[src/hdl/frct_pkg.sv]
// Shared types and constants for the flood relay confirmation tracker.
// Used by frct_ram users and by the top level; depends on nothing.
package frct_pkg;

    // Field widths of the request and result items
    localparam int TIME_W   = 32;
    localparam int STREAM_W = 4;
    localparam int ROUTE_W  = 2;
    localparam int LEN_W    = 8;
    localparam int HWIDTH_W = 3;
    localparam int CNT_W    = 32;
    localparam int FILL_W   = 6;

    // Packed bus widths (tdata rounded up to whole bytes)
    localparam int IN_DATA_W  = 56;
    localparam int IN_USER_W  = 1;
    localparam int OUT_DATA_W = 104;
    localparam int OUT_USER_W = 2;

    // Operation codes carried in the request tuser
    localparam logic OP_TRANSMIT = 1'b0;
    localparam logic OP_SIGHTING = 1'b1;

    // Number of hash widths that have a sighting counter (widths 1..4)
    localparam int WIDTH_SLOTS = 4;
    localparam int WSLOT_W     = 2;
    localparam logic [HWIDTH_W-1:0] WIDTH_MIN_COUNTED = 3'd1;
    localparam logic [HWIDTH_W-1:0] WIDTH_MAX_COUNTED = 3'd4;
    // Smallest hash width that triggers a ring scan
    localparam logic [HWIDTH_W-1:0] WIDTH_MIN_SCAN    = 3'd2;

    // Window register reset value in ms
    localparam logic [TIME_W-1:0] WINDOW_RESET = 32'd10000;

    // One transmit record held in the ring
    typedef struct packed {
        logic [TIME_W-1:0]   rec_time;
        logic [STREAM_W-1:0] rec_stream;
        logic                confirmed;
    } record_t;

    localparam int RECORD_W = $bits(record_t);

endpackage

[src/hdl/frct_ram.sv]
// Generic single-clock RAM: one write port, one read port, registered read data.
// Depends on nothing.
module frct_ram #(
    parameter int WIDTH = 8,
    parameter int DEPTH = 32
) (
    input  logic                                  clk,
    input  logic                                  we,
    input  logic [(DEPTH > 1 ? $clog2(DEPTH) : 1)-1:0] waddr,
    input  logic [WIDTH-1:0]                      wdata,
    input  logic                                  re,
    input  logic [(DEPTH > 1 ? $clog2(DEPTH) : 1)-1:0] raddr,
    output logic [WIDTH-1:0]                      rdata
);

    logic [WIDTH-1:0] mem [DEPTH];

    // Write port
    always_ff @(posedge clk)
    begin
        if (we)
        begin
            mem[waddr] <= wdata;
        end
    end

    // Registered read port
    always_ff @(posedge clk)
    begin
        if (re)
        begin
            rdata <= mem[raddr];
        end
    end

endmodule

[src/hdl/flood_relay_confirm_tracker.sv]
// Flood relay confirmation tracker. Each request is handled alone: a transmit
// event goes from acceptance to result through latch, update and result, and
// a relay sighting of width 2 or more also runs a ring scan, which reads one
// record per cycle through the single read port of the ring RAM, newest
// first, and stops at the first unconfirmed record of the same stream. The
// result waits in an output register; a new request is taken once the
// previous result has been loaded there. The ring needs no clearing pass
// after reset: only the filled entries are ever read.
// Depends on frct_pkg and frct_ram.
module flood_relay_confirm_tracker #(
    parameter int STREAMS    = 4,
    parameter int RING_DEPTH = 32
) (
    input  logic                                clk,
    input  logic                                rst_n,
    // Configuration: confirm window in ms
    input  logic                                cfg_valid,
    output logic                                cfg_ready,
    input  logic [frct_pkg::TIME_W-1:0]         cfg_data,
    // Request stream
    input  logic                                s_tvalid,
    output logic                                s_tready,
    // [31:0] now_ms, [35:32] stream, [37:36] route_type, [45:38] frame_length,
    // [48:46] hash_bytes, [55:49] zero
    input  logic [frct_pkg::IN_DATA_W-1:0]      s_tdata,
    // [0] operation
    input  logic [frct_pkg::IN_USER_W-1:0]      s_tuser,
    // Result stream
    output logic                                m_tvalid,
    input  logic                                m_tready,
    // [31:0] sent_count, [63:32] confirmed_count, [95:64] width_count,
    // [101:96] ring_fill, [103:102] zero
    output logic [frct_pkg::OUT_DATA_W-1:0]     m_tdata,
    // [0] tx_recorded, [1] relay_credited
    output logic [frct_pkg::OUT_USER_W-1:0]     m_tuser
);

    localparam int AW = (RING_DEPTH > 1) ? $clog2(RING_DEPTH) : 1;
    localparam int CW = $clog2(RING_DEPTH + 1);
    localparam int SW = (STREAMS > 1) ? $clog2(STREAMS) : 1;

    typedef enum logic [1:0] {
        ST_IDLE,
        ST_EXEC,
        ST_SCAN,
        ST_FINISH
    } state_t;

    state_t state_reg, state_next;

    // Latched request
    logic                             op_reg, op_next;
    logic [frct_pkg::TIME_W-1:0]      now_reg, now_next;
    logic [frct_pkg::STREAM_W-1:0]    stream_reg, stream_next;
    logic [frct_pkg::ROUTE_W-1:0]     route_reg, route_next;
    logic [frct_pkg::LEN_W-1:0]       len_reg, len_next;
    logic [frct_pkg::HWIDTH_W-1:0]    hwidth_reg, hwidth_next;

    // Ring pointers and scan control
    logic [AW-1:0]                    head_reg, head_next;
    logic [CW-1:0]                    count_reg, count_next;
    logic [AW-1:0]                    scan_ptr_reg, scan_ptr_next;
    logic [CW-1:0]                    scan_left_reg, scan_left_next;
    logic                             rd_pend_reg, rd_pend_next;
    logic [AW-1:0]                    rd_addr_reg, rd_addr_next;

    // Counters and window
    logic [frct_pkg::CNT_W-1:0]       sends_reg [STREAMS];
    logic [frct_pkg::CNT_W-1:0]       sends_next [STREAMS];
    logic [frct_pkg::CNT_W-1:0]       confirms_reg [STREAMS];
    logic [frct_pkg::CNT_W-1:0]       confirms_next [STREAMS];
    logic [frct_pkg::CNT_W-1:0]       sightings_reg [frct_pkg::WIDTH_SLOTS];
    logic [frct_pkg::CNT_W-1:0]       sightings_next [frct_pkg::WIDTH_SLOTS];
    logic [frct_pkg::TIME_W-1:0]      window_reg, window_next;

    // Result flags and output register
    logic                             recorded_reg, recorded_next;
    logic                             credited_reg, credited_next;
    logic                             m_tvalid_reg, m_tvalid_next;
    logic [frct_pkg::OUT_DATA_W-1:0]  m_tdata_reg, m_tdata_next;
    logic [frct_pkg::OUT_USER_W-1:0]  m_tuser_reg, m_tuser_next;

    // Ring RAM ports
    logic                             ram_we;
    logic [AW-1:0]                    ram_waddr;
    frct_pkg::record_t                ram_wdata;
    logic                             ram_re;
    frct_pkg::record_t                ram_rdata;

    // Derived item conditions
    logic                             stream_ok;
    logic [SW-1:0]                    sidx;
    logic                             width_ok;
    logic [frct_pkg::WSLOT_W-1:0]     widx;
    logic                             tx_ok;
    logic [AW:0]                      tail_sum;
    logic [AW:0]                      newest_sum;
    logic [AW-1:0]                    tail_slot;
    logic [AW-1:0]                    newest_slot;
    logic [AW-1:0]                    head_inc;
    logic [frct_pkg::TIME_W-1:0]      age;
    logic                             rec_match;

    frct_ram #(
        .WIDTH (frct_pkg::RECORD_W),
        .DEPTH (RING_DEPTH)
    ) u_ring (
        .clk   (clk),
        .we    (ram_we),
        .waddr (ram_waddr),
        .wdata (ram_wdata),
        .re    (ram_re),
        .raddr (scan_ptr_reg),
        .rdata (ram_rdata)
    );

    assign cfg_ready = 1'b1;
    assign s_tready  = (state_reg == ST_IDLE);
    assign m_tvalid  = m_tvalid_reg;
    assign m_tdata   = m_tdata_reg;
    assign m_tuser   = m_tuser_reg;

    // Item decode and ring address arithmetic
    always_comb
    begin
        stream_ok = ({1'b0, stream_reg} < (frct_pkg::STREAM_W + 1)'(STREAMS));
        sidx      = SW'(stream_reg);
        width_ok  = (hwidth_reg inside {[frct_pkg::WIDTH_MIN_COUNTED :
                                         frct_pkg::WIDTH_MAX_COUNTED]});
        widx      = frct_pkg::WSLOT_W'(hwidth_reg - frct_pkg::WIDTH_MIN_COUNTED);
        tx_ok     = (len_reg != '0) && stream_ok && (route_reg[1] == 1'b0);

        // slot after the newest record (used while the ring is not full)
        tail_sum  = {1'b0, head_reg} + (AW + 1)'(count_reg);
        if (tail_sum >= (AW + 1)'(RING_DEPTH))
        begin
            tail_sum = tail_sum - (AW + 1)'(RING_DEPTH);
        end
        tail_slot = tail_sum[AW-1:0];

        // slot of the newest record
        newest_sum = {1'b0, head_reg} + (AW + 1)'(count_reg) - 1'b1;
        if (newest_sum >= (AW + 1)'(RING_DEPTH))
        begin
            newest_sum = newest_sum - (AW + 1)'(RING_DEPTH);
        end
        newest_slot = newest_sum[AW-1:0];

        head_inc  = (head_reg == AW'(RING_DEPTH - 1)) ? '0 : head_reg + 1'b1;

        age       = now_reg - ram_rdata.rec_time;
        rec_match = (ram_rdata.rec_stream == stream_reg) && !ram_rdata.confirmed;
    end

    // Next-state logic
    always_comb
    begin
        state_next     = state_reg;
        op_next        = op_reg;
        now_next       = now_reg;
        stream_next    = stream_reg;
        route_next     = route_reg;
        len_next       = len_reg;
        hwidth_next    = hwidth_reg;
        head_next      = head_reg;
        count_next     = count_reg;
        scan_ptr_next  = scan_ptr_reg;
        scan_left_next = scan_left_reg;
        rd_pend_next   = rd_pend_reg;
        rd_addr_next   = rd_addr_reg;
        sends_next     = sends_reg;
        confirms_next  = confirms_reg;
        sightings_next = sightings_reg;
        window_next    = window_reg;
        recorded_next  = recorded_reg;
        credited_next  = credited_reg;
        m_tvalid_next  = m_tvalid_reg;
        m_tdata_next   = m_tdata_reg;
        m_tuser_next   = m_tuser_reg;
        ram_we         = 1'b0;
        ram_waddr      = tail_slot;
        ram_wdata      = '{rec_time: now_reg, rec_stream: stream_reg, confirmed: 1'b0};
        ram_re         = 1'b0;

        if (cfg_valid)
        begin
            window_next = cfg_data;
        end

        // result taken downstream
        if (m_tready)
        begin
            m_tvalid_next = 1'b0;
        end

        case (state_reg)
            ST_IDLE:
            begin
                if (s_tvalid)
                begin
                    op_next       = s_tuser[0];
                    now_next      = s_tdata[31:0];
                    stream_next   = s_tdata[35:32];
                    route_next    = s_tdata[37:36];
                    len_next      = s_tdata[45:38];
                    hwidth_next   = s_tdata[48:46];
                    recorded_next = 1'b0;
                    credited_next = 1'b0;
                    state_next    = ST_EXEC;
                end
            end

            ST_EXEC:
            begin
                if (op_reg == frct_pkg::OP_TRANSMIT)
                begin
                    // count the send and append a record, dropping the oldest if full
                    if (tx_ok)
                    begin
                        sends_next[sidx] = sends_reg[sidx] + 1'b1;
                        recorded_next    = 1'b1;
                        ram_we           = 1'b1;
                        if (count_reg < CW'(RING_DEPTH))
                        begin
                            ram_waddr  = tail_slot;
                            count_next = count_reg + 1'b1;
                        end
                        else
                        begin
                            ram_waddr = head_reg;
                            head_next = head_inc;
                        end
                    end
                    state_next = ST_FINISH;
                end
                else
                begin
                    if (width_ok)
                    begin
                        sightings_next[widx] = sightings_reg[widx] + 1'b1;
                    end
                    if (hwidth_reg >= frct_pkg::WIDTH_MIN_SCAN)
                    begin
                        scan_ptr_next  = newest_slot;
                        scan_left_next = count_reg;
                        rd_pend_next   = 1'b0;
                        state_next     = ST_SCAN;
                    end
                    else
                    begin
                        state_next = ST_FINISH;
                    end
                end
            end

            ST_SCAN:
            begin
                // check the record read last cycle, keep one read in flight
                if (rd_pend_reg && rec_match)
                begin
                    rd_pend_next = 1'b0;
                    if (age <= window_reg)
                    begin
                        ram_we    = 1'b1;
                        ram_waddr = rd_addr_reg;
                        ram_wdata = '{rec_time:   ram_rdata.rec_time,
                                      rec_stream: ram_rdata.rec_stream,
                                      confirmed:  1'b1};
                        credited_next = 1'b1;
                        if (stream_ok)
                        begin
                            confirms_next[sidx] = confirms_reg[sidx] + 1'b1;
                        end
                    end
                    state_next = ST_FINISH;
                end
                else if (scan_left_reg != '0)
                begin
                    ram_re         = 1'b1;
                    rd_pend_next   = 1'b1;
                    rd_addr_next   = scan_ptr_reg;
                    scan_left_next = scan_left_reg - 1'b1;
                    scan_ptr_next  = (scan_ptr_reg == '0) ? AW'(RING_DEPTH - 1)
                                                          : scan_ptr_reg - 1'b1;
                end
                else
                begin
                    rd_pend_next = 1'b0;
                    if (!rd_pend_reg)
                    begin
                        state_next = ST_FINISH;
                    end
                end
            end

            ST_FINISH:
            begin
                // load the result once the output register is free
                if (!m_tvalid_reg || m_tready)
                begin
                    m_tvalid_next       = 1'b1;
                    m_tdata_next        = '0;
                    m_tdata_next[31:0]  = stream_ok ? sends_reg[sidx] : '0;
                    m_tdata_next[63:32] = stream_ok ? confirms_reg[sidx] : '0;
                    m_tdata_next[95:64] = width_ok ? sightings_reg[widx] : '0;
                    m_tdata_next[101:96] = frct_pkg::FILL_W'(count_reg);
                    m_tuser_next        = {credited_reg, recorded_reg};
                    state_next          = ST_IDLE;
                end
            end

            default:
            begin
                state_next = ST_IDLE;
            end
        endcase
    end

    // State, counters and output register
    always_ff @(posedge clk or negedge rst_n)
    begin
        if (!rst_n)
        begin
            state_reg     <= ST_IDLE;
            head_reg      <= '0;
            count_reg     <= '0;
            scan_left_reg <= '0;
            rd_pend_reg   <= 1'b0;
            window_reg    <= frct_pkg::WINDOW_RESET;
            recorded_reg  <= 1'b0;
            credited_reg  <= 1'b0;
            m_tvalid_reg  <= 1'b0;
            m_tdata_reg   <= '0;
            m_tuser_reg   <= '0;
            for (int i = 0; i < STREAMS; i++)
            begin
                sends_reg[i]    <= '0;
                confirms_reg[i] <= '0;
            end
            for (int i = 0; i < frct_pkg::WIDTH_SLOTS; i++)
            begin
                sightings_reg[i] <= '0;
            end
        end
        else
        begin
            state_reg     <= state_next;
            head_reg      <= head_next;
            count_reg     <= count_next;
            scan_left_reg <= scan_left_next;
            rd_pend_reg   <= rd_pend_next;
            window_reg    <= window_next;
            recorded_reg  <= recorded_next;
            credited_reg  <= credited_next;
            m_tvalid_reg  <= m_tvalid_next;
            m_tdata_reg   <= m_tdata_next;
            m_tuser_reg   <= m_tuser_next;
            sends_reg     <= sends_next;
            confirms_reg  <= confirms_next;
            sightings_reg <= sightings_next;
        end
    end

    // Payload registers
    always_ff @(posedge clk)
    begin
        op_reg       <= op_next;
        now_reg      <= now_next;
        stream_reg   <= stream_next;
        route_reg    <= route_next;
        len_reg      <= len_next;
        hwidth_reg   <= hwidth_next;
        scan_ptr_reg <= scan_ptr_next;
        rd_addr_reg  <= rd_addr_next;
    end

endmodule
[config.mk]
export PLATFORM = sky130hd
export DESIGN_NAME = flood_relay_confirm_tracker
export DESIGN_NICKNAME = d
export VERILOG_FILES = /design/src/hdl/frct_pkg.sv /design/src/hdl/frct_ram.sv /design/src/hdl/flood_relay_confirm_tracker.sv
export SDC_FILE = /design/constraint.sdc
export NUM_CORES = 2
export LEC_CHECK = 0
export BUFFER_PORTS_ARGS = -buffer_cell sky130_fd_sc_hd__buf_2
export CAP_MARGIN = 20
export CORE_AREA = 2 2 429 601
export CTS_CLUSTER_SIZE = 28
export DETAILED_ROUTE_END_ITERATION = 16
export DIE_AREA = 0 0 431 603
export PLACE_DENSITY = 0.55
export SLEW_MARGIN = 20
export SYNTH_ARGS = -nofsm -noshare
export SYNTH_HDL_FRONTEND = slang
export SYNTH_SLANG_ARGS = --single-unit
[constraint.sdc]
create_clock -name clk -period 9.4 [get_ports clk]
set_input_delay 0.47 -clock clk [delete_from_list [all_inputs] [get_ports clk]]
set_output_delay 0.47 -clock clk [all_outputs]
set_load 0.01 [all_outputs]
==> flow_summary_export.csv <==
group,metric,value,unit
die,dieWidth,431,µm
synthesis,synthCells,4878,
die,start_util,0.2989,
setup_path,max_stage_delay,0.61,ns
routing,wirelength,205.9,mm
die,placementRows,219,
synthesis,synth_top_flop_cell,"edfxtp_1",
routing,drtIter0Drc,3363,
synthesis,ys_top_cells_by_count,"edfxtp_1 (1280), dfrtp_1 (538), nand2_1 (429)",
synthesis,yosys_warnings,0,
routing,drt-wirelength-per-cell,23.92,µm
run,maxCapViolations,0,
setup_path,cp_num_buf_inv,2,
pwr,power_density,256.5,nW/µm²
global_routing,grt_pass1_vias,44267,
global_routing,grt_overflow_total,0,
die,boundaryPins,203,
finish,regArea,52030,µm²
global_routing,grt_pass1_wl,302.5,mm
global_routing,grt_max_degree,179,
placement,place_hpwl,121.9,mm
finish,multi_input_area,22500,µm²
synthesis,yosysSeqAreaShare,0.6852,
setup_path,crit_path_top_delay_cell,"and2_2",
routing,drt_pass1_iterations,5,
global_routing,grt.met2_usage,0.2747,
setup_path,critPathLaunchType,"flip-flop",
synthesis,ys_ff_latch,1823,
global_routing,grt_usage,0.1550,
clock_network,clock_latency,0.83,ns
setup_path,critPathCaptureType,"flip-flop",
finish,syn2layout_area_growth,15.11,%
pwr,peakVddDrop,282.9,µV
setup_path,crit_family,"compound AO/OA/AOI/OAI gates",
timing,setup_tns,0,ns
routing,routed_via_density,5.032,
die,core,254000,µm²
finish,fillers,24157,
setup_path,cp_max_fo,23,
pwr,power_frac_clock,0.311,
die,dieHeight,603,µm
timing,report.final.hold_viol_count,0,
global_routing,antenna_found_initial,13,
timing,grt_setup_unrepaired,"no",
clock_network,cts-htree-levels,4,
routing,vias,43313,
die,dieArea,259900,µm²
routing,postRouteAntennaNets,0,
timing,slew_violations,0,
clock_network,tritoncts,"yes",
global_routing,use_met3,0.01875,
timing,period_share,0.8366,
setup_path,path_cells,"inv_1 > ha_1 > nor2b_1 > o31a_1 > o21ai_1 > a211oi_1 > o31ai_1 > nand2b_1 > a221o_1 > a21o_1 > a21oi_1 > xnor2_1 > ha_1 > a21o_1 > a21o_1 > a21oi_1 > o211ai_1 > nor2_1 > a21oi_1 > nor4b_1 > a211o_1 > nor4b_2 > and2_2 > buf_4",
setup_path,cp.required,9.82,ns
placement,portBuffers,191,
timing,layout_min_cycle_time,7.864,ns
clock_network,cts.sink_count,1823,
synthesis,yosysTopAreaCell,"edfxtp_1",
synthesis,yosysMostFrequentCell,"edfxtp_1",
synthesis,synth.avg_cell_area,15.57,µm²
clock_network,path_clk_slew,0.06,ns
pwr,p_int,15.29,mW
placement,place.gp.congestion,0.7936,
global_routing,use_met1,0.1958,
setup_path,cp.arrival,8.29,ns
clock_network,cts_resized,0,
finish,finalNetCount,5338,
worst_hold_path,hold_path.class,"in2reg",
synthesis,syn_area,75930,µm²
synthesis,yosys-top-cells-area,"edfxtp_1 (51%), dfrtp_1 (18%), mux4_2 (7.2%), mux2_2 (3.4%), mux2i_1 (3.0%)",
synthesis,yosysUniqueCellTypes,86,
setup_path,rrSetupSlack,1.54,ns
clock_network,root_buffer,"clkbuf_16",
timing,max_freq,127.2,MHz
pwr,power_switching,7.127,mW
finish,max_flop_register,"u_ring.mem",
timing,setup_viol,0,
finish,largest_register_ffs,1184,
global_routing,grt-busiest-layer,"met2",
pwr,p_seq_frac,0.413,
clock_network,clk_path_buf_depth,4,
finish,layout-drive-gt1-share,0.2118,
synthesis,async_reset_ff_frac,0.2979,
setup_path,critical_path_class,"reg2reg",
timing,maxSlewHeadroom,0.2555,
synthesis,yosysTopAreaCellShare,0.5062,
pwr,p_leak,32.34,nW
pwr,combPwrFrac,0.276,
status,status,"finished, final reports clean",
clock_network,cts_buffers,177,
timing,setup_slack,1.536,ns
routing,drc,0,
timing,tightest_slew,1.117,ns
synthesis,synth_edf_count,1280,
pwr,swShare,0.3179,
timing,finalClockSkew,0.05699,ns
placement,dp_slack,1.539,ns
[kinds of logic after synthesis]
kind of cell               Yosys count  synth area share
adders and majority gates           88           0.01470
and+or+nand+nor                    773           0.04694
other                                2        0.00009890
buffers and inverters              376           0.02126
xor gates and xnor gates           132           0.01612
AOI/OAI and AO/OA                  984           0.07934
muxes                              700            0.1363
DFF                               1823            0.6852
[metrics by stage]
stage | total power [mW] | util | cells | hold slack, ns | instance area (µm²)
floorplan | 13.56 | - | 4879 | 0.1744 | 75940
global placement | 15.58 | 0.3189 | 8208 | 0.4539 | 80990
detailed placement | 15.63 | 0.3189 | 8208 | 0.4654 | 80990
CTS | 22.65 | 0.3440 | 8602 | 0.07918 | 87370
global route | 23.41 | 0.3441 | 8604 | 0.1384 | 87400
finish | 22.42 | 0.3441 | 8607 | 0.1272 | 87410
[cell type report]
cell class | count | share of cell area
sequential | 1823 | 0.5953
multi-input combinational | 2680 | 0.2575
clock buffer | 241 | 0.05604
tap | 3315 | 0.04745
timing repair buffer | 377 | 0.03206
clock inverter | 70 | 0.007429
inverter | 97 | 0.004180
antenna | 4 | 0.0001145
[per-layer routing]
| metal | part of all wire | vias to the layer above |
|---|---|---|
| met1 | 0.41 | 22583 |
| met5 | 0.00017 | - |
| met2 | 0.51 | 1154 |
| met4 | 0.032 | 6 |
| li1 | - | 19279 |
| met3 | 0.046 | 291 |
[what timing repair did]
action	CTS	global route
hold buffers	83	0
hold endpoints to repair	162	0
setup buffers	0	0
[worst min-delay path, stage by stage]
cell	delay (ns)
buf_2	0.10
nand2_1	0.15
a21oi_1	0.09
nor2_1	0.08
[power groups by stage]
stage | registers, mW | logic (mW) | clock network (mW)
6_report | 9.26 | 6.19 | 6.97
5_1_grt | 9.27 | 6.70 | 7.43
4_1_cts | 9.26 | 6.25 | 7.14
3_5_place_dp | 9.43 | 6.20 | 0
3_3_place_gp | 9.42 | 6.16 | 0
2_1_floorplan | 9.34 | 4.22 | 0
[worst paths after layout]
| check | from | to | cells past startpoint |
|---|---|---|---|
| setup reg to reg | u_ring.rdata[6] | u_ring.mem[4][17] | 24 |
| hold / removal | s_tvalid | recorded_reg | 4 |
| hold reg to reg | sends_reg[0] | sends_reg[0] | 2 |
| min in group asynchronous | rst_n | window_reg[5] | 2 |
| max in group asynchronous | rst_n | confirms_reg[126] | 5 |
| setup / recovery | u_ring.rdata[6] | u_ring.mem[4][17] | 24 |
[cells in the final DEF, fill, tap and decap left out, drive strengths merged, types with 35 or more instances in the layout]
| cell | synthesis | layout |
|---|---|---|
| clkbuf | 182 | 241 |
| o221ai | 74 | 74 |
| o21ai | 419 | 419 |
| nand3 | 50 | 50 |
| mux2 | 230 | 230 |
| mux4 | 244 | 244 |
| mux2i | 226 | 226 |
| xor2 | 56 | 56 |
| o22ai | 80 | 80 |
| dlygate4sd3 | 0 | 83 |
| clkinv | 0 | 53 |
| xnor2 | 76 | 76 |
| ha | 86 | 86 |
| nor2 | 128 | 128 |
| o31ai | 40 | 40 |
| edfxtp | 1280 | 1280 |
| and3 | 35 | 35 |
| inv | 97 | 102 |
| a22o | 97 | 97 |
| nand2 | 432 | 432 |
| a21oi | 195 | 195 |
| buf | 97 | 294 |
| dfrtp | 538 | 538 |
(Power assumes the default switching activity.)
